### config.mk
export PLATFORM = sky130hd
export DESIGN_NAME = stcr_seq
export DESIGN_NICKNAME = d
export VERILOG_FILES = /design/src/stcr_pkg.sv /design/src/stcr_seq.sv
export VERILOG_INCLUDE_DIRS = /design/src /design/src/src
export SDC_FILE = /design/constraint.sdc
export NUM_CORES = 1
export LEC_CHECK = 0
export ABC_AREA = 1
export BUFFER_PORTS_ARGS = -buffer_cell sky130_fd_sc_hd__buf_2
export CAP_MARGIN = 20
export CORE_MARGIN = 5
export CORE_UTILIZATION = 30
export CTS_BUF_LIST = sky130_fd_sc_hd__clkbuf_4
export DETAILED_ROUTE_END_ITERATION = 16
export PLACE_DENSITY = 0.6
export SLEW_MARGIN = 5
export SYNTH_ARGS = -nofsm -noshare
export SYNTH_HDL_FRONTEND = slang
export SYNTH_SLANG_ARGS = --single-unit
### constraint.sdc
create_clock -name i_clk -period 7.6 [get_ports i_clk]
set_input_delay 0.38 -clock i_clk [delete_from_list [all_inputs] [get_ports i_clk]]
set_output_delay 0.38 -clock i_clk [all_outputs]
set_load 0.02 [all_outputs]
### src/assert_macros.svh
// assertion macros used by the console renderer sequencer module
// no dependencies; each user supplies i_clk and i_rst_n in scope
`ifndef ASSERT_MACROS_SVH
`define ASSERT_MACROS_SVH

// property checked at every clock edge outside reset
`define ASSERT_AT_CLK(label, prop, msg) \
    label: assert property (@(posedge i_clk) disable iff (!i_rst_n) (prop)) \
        else $error(msg);

// consequent must hold on the edge after the antecedent
`define ASSERT_NEXT(label, ante, cons, msg) \
    label: assert property (@(posedge i_clk) disable iff (!i_rst_n) (ante) |=> (cons)) \
        else $error(msg);

`endif

### src/stcr_pkg.sv
// shared types and constants of the scaled text console renderer
// no dependencies
`default_nettype none

package stcr_pkg;

    localparam int GLYPH_ROWS   = 16;
    localparam int MAX_SCALE    = 4;
    localparam int LINE_ADVANCE = 20;

    localparam int IN_DATA_W  = 64;
    localparam int OUT_DATA_W = 104;
    localparam int CFG_IDX_W  = 8;

    typedef enum logic [1:0] {
        ACT_LOAD_FONT  = 2'd0,
        ACT_SET_CURSOR = 2'd1,
        ACT_CHAR       = 2'd2,
        ACT_NONE       = 2'd3
    } t_action;

    typedef enum logic [1:0] {
        S_IDLE,
        S_SPAN,
        S_SCROLL
    } t_state;

    localparam logic [7:0] CODE_NEWLINE   = 8'd10;
    localparam logic [7:0] CODE_BACKSPACE = 8'd8;

    localparam logic KIND_SPAN   = 1'b0;
    localparam logic KIND_SCROLL = 1'b1;

    localparam logic [CFG_IDX_W-1:0] REG_FORE_COLOR     = 8'd0;
    localparam logic [CFG_IDX_W-1:0] REG_PIXEL_SCALE    = 8'd1;
    localparam logic [CFG_IDX_W-1:0] REG_SCREEN_COLUMNS = 8'd2;
    localparam logic [CFG_IDX_W-1:0] REG_SCREEN_ROWS    = 8'd3;

    // settings seen by the sequencer, scale already clamped to 1..4
    typedef struct packed {
        logic [31:0] fore_color;
        logic [2:0]  scale;
        logic [12:0] screen_rows;
    } t_cfg;

    // glyph store access
    typedef struct packed {
        logic        we;
        logic [11:0] waddr;
        logic [7:0]  wdata;
        logic [11:0] raddr;
    } t_ram_req;

endpackage

`default_nettype wire

### src/stcr_seq.sv
// action sequencer: cursor state, span counters, span row adder, output register
// depends on stcr_pkg and assert_macros.svh
`default_nettype none
`include "assert_macros.svh"

module stcr_seq (
    input  wire logic                             i_clk,
    input  wire logic                             i_rst_n,
    input  wire stcr_pkg::t_cfg                   i_cfg,
    input  wire logic                             i_s_tvalid,
    output logic                                  o_s_tready,
    input  wire logic [1:0]                       i_s_tuser,
    input  wire logic [stcr_pkg::IN_DATA_W-1:0]   i_s_tdata,
    output logic                                  o_m_tvalid,
    input  wire logic                             i_m_tready,
    output logic                                  o_m_tuser,
    output logic                                  o_m_tlast,
    output logic      [stcr_pkg::OUT_DATA_W-1:0]  o_m_tdata,
    output stcr_pkg::t_ram_req                    o_ram,
    input  wire logic [7:0]                       i_rd_data
);

    import stcr_pkg::*;

    function automatic logic [31:0] expand_row(logic [7:0] bits, logic [2:0] scale);
        logic [31:0] mask;
        int          pos;
        mask = '0;
        for (int j = 0; j < 8; j++) begin
            for (int k = 0; k < MAX_SCALE; k++) begin
                pos = j * int'(scale) + k;
                if (k < int'(scale) && bits[7-j] && pos < 32) begin
                    mask[31-pos] = 1'b1;
                end
            end
        end
        return mask;
    endfunction

    t_state      r_state, n_state;
    logic [15:0] r_cur_col, n_cur_col;
    logic [15:0] r_cur_row, n_cur_row;
    logic [1:0]  r_k, n_k;
    logic [3:0]  r_g, n_g;
    logic [15:0] r_row, n_row;
    logic [7:0]  r_code, n_code;
    logic        r_out_valid, n_out_valid;
    logic        r_out_kind, n_out_kind;
    logic        r_out_last, n_out_last;
    logic [OUT_DATA_W-1:0] r_out_data, n_out_data;

    t_action     w_act;
    logic [11:0] w_font_addr;
    logic [7:0]  w_font_data;
    logic [7:0]  w_code;
    logic [15:0] w_set_x;
    logic [15:0] w_set_y;
    logic        w_accept;
    logic        w_out_free;
    logic        w_emit;
    logic        w_last_span;
    logic [2:0]  w_k_next;
    logic [5:0]  w_cell;
    logic [17:0] w_need;
    logic        w_fit;
    logic        w_is_nl;
    logic        w_is_bs;

    assign w_act       = t_action'(i_s_tuser);
    assign w_font_addr = i_s_tdata[11:0];
    assign w_font_data = i_s_tdata[19:12];
    assign w_code      = i_s_tdata[27:20];
    assign w_set_x     = i_s_tdata[43:28];
    assign w_set_y     = i_s_tdata[59:44];

    // nothing is taken while reset is held
    assign o_s_tready  = (r_state == S_IDLE) && i_rst_n;
    assign w_accept    = i_s_tvalid && o_s_tready;
    assign w_out_free  = !r_out_valid || i_m_tready;
    assign w_emit      = (r_state == S_SPAN) && w_out_free;
    assign w_k_next    = {1'b0, r_k} + 3'd1;
    assign w_last_span = (r_g == 4'hF) && (w_k_next == i_cfg.scale);
    assign w_cell      = {i_cfg.scale, 3'b000};
    assign w_is_nl     = (w_code == CODE_NEWLINE);
    assign w_is_bs     = (w_code == CODE_BACKSPACE);

    // newline fit test, no wrap
    assign w_need = {2'b00, r_cur_row} + 18'(LINE_ADVANCE) + {11'd0, i_cfg.scale, 4'b0000};
    assign w_fit  = (w_need <= {5'd0, i_cfg.screen_rows});

    // next state
    always_comb begin
        n_state = r_state;
        case (r_state)
            S_IDLE: begin
                if (w_accept && w_act == ACT_CHAR) begin
                    if (w_is_nl) begin
                        if (!w_fit) n_state = S_SCROLL;
                    end else if (!w_is_bs) begin
                        n_state = S_SPAN;
                    end
                end
            end
            S_SPAN: begin
                if (w_emit && w_last_span) n_state = S_IDLE;
            end
            S_SCROLL: begin
                if (w_out_free) n_state = S_IDLE;
            end
            default: n_state = S_IDLE;
        endcase
    end

    // datapath and outputs
    always_comb begin
        n_cur_col   = r_cur_col;
        n_cur_row   = r_cur_row;
        n_k         = r_k;
        n_g         = r_g;
        n_row       = r_row;
        n_code      = r_code;
        n_out_valid = r_out_valid && !i_m_tready;
        n_out_kind  = r_out_kind;
        n_out_last  = r_out_last;
        n_out_data  = r_out_data;
        o_ram.we    = 1'b0;
        o_ram.waddr = w_font_addr;
        o_ram.wdata = w_font_data;
        o_ram.raddr = {w_code, 4'h0};
        case (r_state)
            S_IDLE: begin
                if (w_accept) begin
                    case (w_act)
                        ACT_LOAD_FONT: o_ram.we = 1'b1;
                        ACT_SET_CURSOR: begin
                            n_cur_col = w_set_x;
                            n_cur_row = w_set_y;
                        end
                        ACT_CHAR: begin
                            if (w_is_nl) begin
                                n_cur_col = '0;
                                if (w_fit) n_cur_row = r_cur_row + 16'(LINE_ADVANCE);
                            end else if (w_is_bs) begin
                                if (r_cur_col >= {10'd0, w_cell}) begin
                                    n_cur_col = r_cur_col - {10'd0, w_cell};
                                end
                            end else begin
                                n_k    = '0;
                                n_g    = '0;
                                n_row  = r_cur_row;
                                n_code = w_code;
                            end
                        end
                        default: ;
                    endcase
                end
            end
            S_SPAN: begin
                if (w_emit) begin
                    n_out_valid = 1'b1;
                    n_out_kind  = KIND_SPAN;
                    n_out_last  = w_last_span;
                    n_out_data  = {2'b00, i_cfg.fore_color,
                                   expand_row(i_rd_data, i_cfg.scale),
                                   w_cell, r_cur_col, r_row};
                    n_row       = r_row + 16'd1;
                    if (w_k_next == i_cfg.scale) begin
                        n_k = '0;
                        n_g = r_g + 4'd1;
                    end else begin
                        n_k = w_k_next[1:0];
                    end
                    if (w_last_span) n_cur_col = r_cur_col + {10'd0, w_cell};
                end
                // prefetch the glyph row of the next span
                o_ram.raddr = {r_code, n_g};
            end
            S_SCROLL: begin
                if (w_out_free) begin
                    n_out_valid = 1'b1;
                    n_out_kind  = KIND_SCROLL;
                    n_out_last  = 1'b1;
                    n_out_data  = '0;
                end
            end
            default: ;
        endcase
    end

    always_ff @(posedge i_clk) begin
        if (!i_rst_n) begin
            r_state     <= S_IDLE;
            r_cur_col   <= '0;
            r_cur_row   <= '0;
            r_k         <= '0;
            r_g         <= '0;
            r_out_valid <= 1'b0;
        end else begin
            r_state     <= n_state;
            r_cur_col   <= n_cur_col;
            r_cur_row   <= n_cur_row;
            r_k         <= n_k;
            r_g         <= n_g;
            r_out_valid <= n_out_valid;
        end
    end

    always_ff @(posedge i_clk) begin
        r_row      <= n_row;
        r_code     <= n_code;
        r_out_kind <= n_out_kind;
        r_out_last <= n_out_last;
        r_out_data <= n_out_data;
    end

    assign o_m_tvalid = r_out_valid;
    assign o_m_tuser  = r_out_kind;
    assign o_m_tlast  = r_out_last;
    assign o_m_tdata  = r_out_data;

    `ASSERT_AT_CLK(a_rep_in_range, (r_state == S_SPAN) |-> (w_k_next <= i_cfg.scale),
        "span repeat counter beyond scale")
    `ASSERT_NEXT(a_last_span_idles, w_emit && w_last_span, r_state == S_IDLE,
        "sequencer busy after final span")
    `ASSERT_NEXT(a_row_steps, w_emit && !w_last_span, r_row == $past(r_row) + 16'd1,
        "span row did not advance by one")

endmodule

`default_nettype wire

==> metrics <==
ordered cell list for the critical path buf_2 -> fa_1 -> ha_1 -> fa_1 -> nand2_1 -> a21oi_2 -> xor2_1 -> nand3_1 -> o211ai_1 -> nor2_1 -> nor2_1; cell with the largest stage delay on the worst path sky130_fd_sc_hd__fa_1; Rel. slew slack 28.7%; Setup TNS 0 ps; mean routed wirelength per cell 20.7 um; synthesized-area fraction occupied by and/or/nand/nor cells 40.1%; via count of the first global-routing pass 16.4k; worst slack at placement 2920 ps; share of cells above drive strength 1 13.6%; worst clock skew 24.4 ps; Final nets 2,798; CTS clock-pin slew for the worst setup and hold paths 150 ps; startpoint kind of the worst setup timing path input pin; final worst-path cycle share 55.1%; fraction of synthesized cell area in xor and xnor cells 2.64%; number of hold violations in the final report 0; vias per cell 5.29; PD cells 210 mW/mm^2; Crit. Startpoint i_cfg[15]; fillcell total 5,798; endpoints failing setup 0; Combinational Power Share 47.6%; Switching Power 1780 uW; measured slew at the worst slew-check pin 1070 ps; Netlist Area Pre-Place 0.0155 mm^2; startpoint of the worst-slack reg-to-reg timing path r_state[0]$_SDFFE_PN0P_; weighted congestion reported at the end of routability-driven placement 1.04; clk root buf sky130_fd_sc_hd__clkbuf_4; sum of buffers and inverters on the critical path 1; CP max stage delay 720 ps; critical path peak fanout 24; DRC 0; met3 GRT Util 4.33%; Yosys top cell by area sky130_fd_sc_hd__edfxtp_1; outcome finished clean; antenna violations before repair 3; dominant cells by area after synthesis sky130_fd_sc_hd__edfxtp_1 24%, sky130_fd_sc_hd__nand2_1 15%, sky130_fd_sc_hd__nor2_1 11%; Synth Area in Adders 5.52%; required time at the endpoint of the critical path 8050 ps; worst min-delay path startpoint i_cfg[25]; max-cap viol count 0; number of placement rows 83; Peak supply drop 0.000119 V; area share of the leading cell type in the synthesized netlist 24.1%; first-pass GRT wire length 101,000 um; Buffers on Ports 217; floorplan die height 238 um; Resize count post-CTS 0; switching part of the total 48.2%; cts bufs inserted 17; relative contribution of the clock network to total power 15.8%; chip width 238 um; largest net degree at the start of global routing 88; fin area 0.0176 mm^2; largest delay contributor family on the critical path adder cells; number of search-and-repair iterations in the first detailed-routing pass 6; number of cells produced by synthesis 2,435; Power Internal 1920 uW; Global Route Usage Sum 23.2%; number of enable flip-flop cells after synthesis 125; clock tree from TritonCTS yes; count of state elements after synthesis 166; compound-gate portion of the synthesized area 10.5%; number of placed I/O pins 267; Post CTS Setup Buffer Count 0; buffer depth of the longest clock path 2; Arr. time, crit path 4630 ps; total placed instance area 0.0170 mm^2; Area Growth Syn to Fin 13.3%; fraction of synthesis flops using an asynchronous set or reset pin 0%; core region area 0.0513 mm^2; worst path setup slack after routing 3410 ps; global route total overflow 0; post-synthesis average cell area 6.38 um^2; WL final 68,300 um; sequential area share after synthesis 29.4%; leakage power figure 0.00812 uW; GR Layer Usage met2 36.9%; largest family of logic cells by synthesized area simple AND/OR/NAND/NOR gates; residual antenna-violating net count after detailed routing 0; dominant register cell in the synthesized netlist sky130_fd_sc_hd__edfxtp_1; maximum frequency from static timing analysis 0.239 GHz; number of warnings printed during yosys synthesis 0; multiplexer fraction of the synthesized cell area 0.386%; die outline area 0.0565 mm^2; setup repair after global routing missed its margin false; clock insertion delay at the later pin of the skew report 610 ps; Yosys cell types 56; Final HPWL DP 52,600 um; part of the power in registers 36.6%; area taken by flip-flops and latches 0.00457 mm^2; H-tree lvl count 4; crit path capture type flop; Initial Utilization 30.3%; WHS 69.6 ps; initial DRC count 2,017; clock net sink count 166; time the worst path needs with I/O delays and setup 4190 ps; CP Class in -> reg; global route hottest layer met2; final count of pins violating max slew 0; worst hold-check path type in -> reg; multi-input logic area 0.00924 mm^2; vias post-DR 17.5k; global routing usage on met1 30.6%
## tightest hold or removal path, delay by kind of cell
family	cells	cell delay, ps
buffers and inverters	2	110
and+or+nand+nor	1	70
## cell usage after synthesis, types with 13 or more instances
master                     number
sky130_fd_sc_hd__inv_1        287
sky130_fd_sc_hd__xor2_1        39
sky130_fd_sc_hd__buf_1         13
sky130_fd_sc_hd__buf_4         37
sky130_fd_sc_hd__inv_2         17
sky130_fd_sc_hd__edfxtp_1     125
sky130_fd_sc_hd__nand2_2       14
sky130_fd_sc_hd__dfxtp_1       41
sky130_fd_sc_hd__nand2_1      610
sky130_fd_sc_hd__nor2_2        14
sky130_fd_sc_hd__nand3b_1      18
sky130_fd_sc_hd__ha_1          59
sky130_fd_sc_hd__buf_2         16
sky130_fd_sc_hd__nand3_1      209
sky130_fd_sc_hd__clkbuf_1      35
sky130_fd_sc_hd__nand4_1       42
sky130_fd_sc_hd__nor2_1       454
sky130_fd_sc_hd__a22oi_1       16
sky130_fd_sc_hd__a21oi_1       90
sky130_fd_sc_hd__o22ai_1       25
sky130_fd_sc_hd__nor3_1        50
sky130_fd_sc_hd__o21ai_0      101
## per-layer routing
metal  up-vias  wire, um
met1      8084     27900
li1       8223         -
met5         -        13
met2       943     30400
met3       205      6230
met4         2      3770
## state kept, by name (all words and copies together) (netlist names)
| signal | flops |
|---|---|
| r_code | 8 |
| r_cur_col | 16 |
| r_row | 16 |
| r_g | 4 |
| o_m_tdata | 99 |
| o_m_tuser | 1 |
| r_k | 2 |
| r_state | 2 |
| o_m_tlast | 1 |
| r_cur_row | 16 |
| o_m_tvalid | 1 |
## area by class of cell
class                      count  share of cell area, %
sequential                   166                   26.0
inverter                     310                   6.64
clock inverter                15                   1.14
antenna                        2                 0.0284
multi-input combinational   1855                   52.5
tap                          680                   4.83
timing repair buffer         257                   8.20
clock buffer                  17                  0.725
## timing repair
| item | 4_1_cts | 5_1_grt |
|---|---|---|
| endpoints found under the hold margin | 23 | 0 |
| setup endpoints to repair | 0 | 0 |
| hold buffers | 23 | 0 |
## final timing paths
check / depth (start not counted) / slack, ps / to
hold / removal: 3 / 70 / o_m_tdata[79]$_SDFFCE_PP0P_
setup / recovery: 11 / 3410 / o_m_tdata[65]$_SDFFCE_PP0P_
hold reg to reg: 2 / 470 / r_cur_col[1]$_SDFFE_PN0P_
setup reg to reg: 8 / 3700 / o_m_tdata[45]$_SDFFCE_PP0P_
## logic make-up after synthesis
group / Yosys count
compound gates: 285
xor+xnor: 46
fa+ha+maj: 65
buf+inv: 418
flops: 166
mux: 6
other cells: 1
simple gates: 1448
## through the flow
step,cells,util (%),power [uW]
after floorplan,2439,-,2550
after global placement,3245,33.2,3120
after detailed placement,3245,33.2,3120
after CTS,3300,34.3,3720
after global routing,3302,34.3,3930
final,3302,34.3,3700
## cells in the final DEF (no fill, tap or decap), drive strengths merged, types with 17 or more instances in the layout
master       synthesis  routed
nand2              631     631
nor2               477     477
inv                306     313
buf                 72     234
nand3              213     213
edfxtp             125     125
o21ai              114     114
a21oi               93      93
ha                  59      59
nor3                59      59
nand4               42      42
dfxtp               41      41
xor2                40      40
o22ai               25      25
dlygate4sd3          0      23
nand3b              18      18
clkbuf              36      17
## power groups by stage
stage	Sequential, uW	Clock, uW	Combinational [uW]
floorplan	1600	0	952
global placement	1370	0	1740
detailed placement	1380	0	1740
CTS	1360	604	1750
global route	1380	636	1920
finish	1360	584	1760
Note: power is estimated with default switching activity, not from simulation.
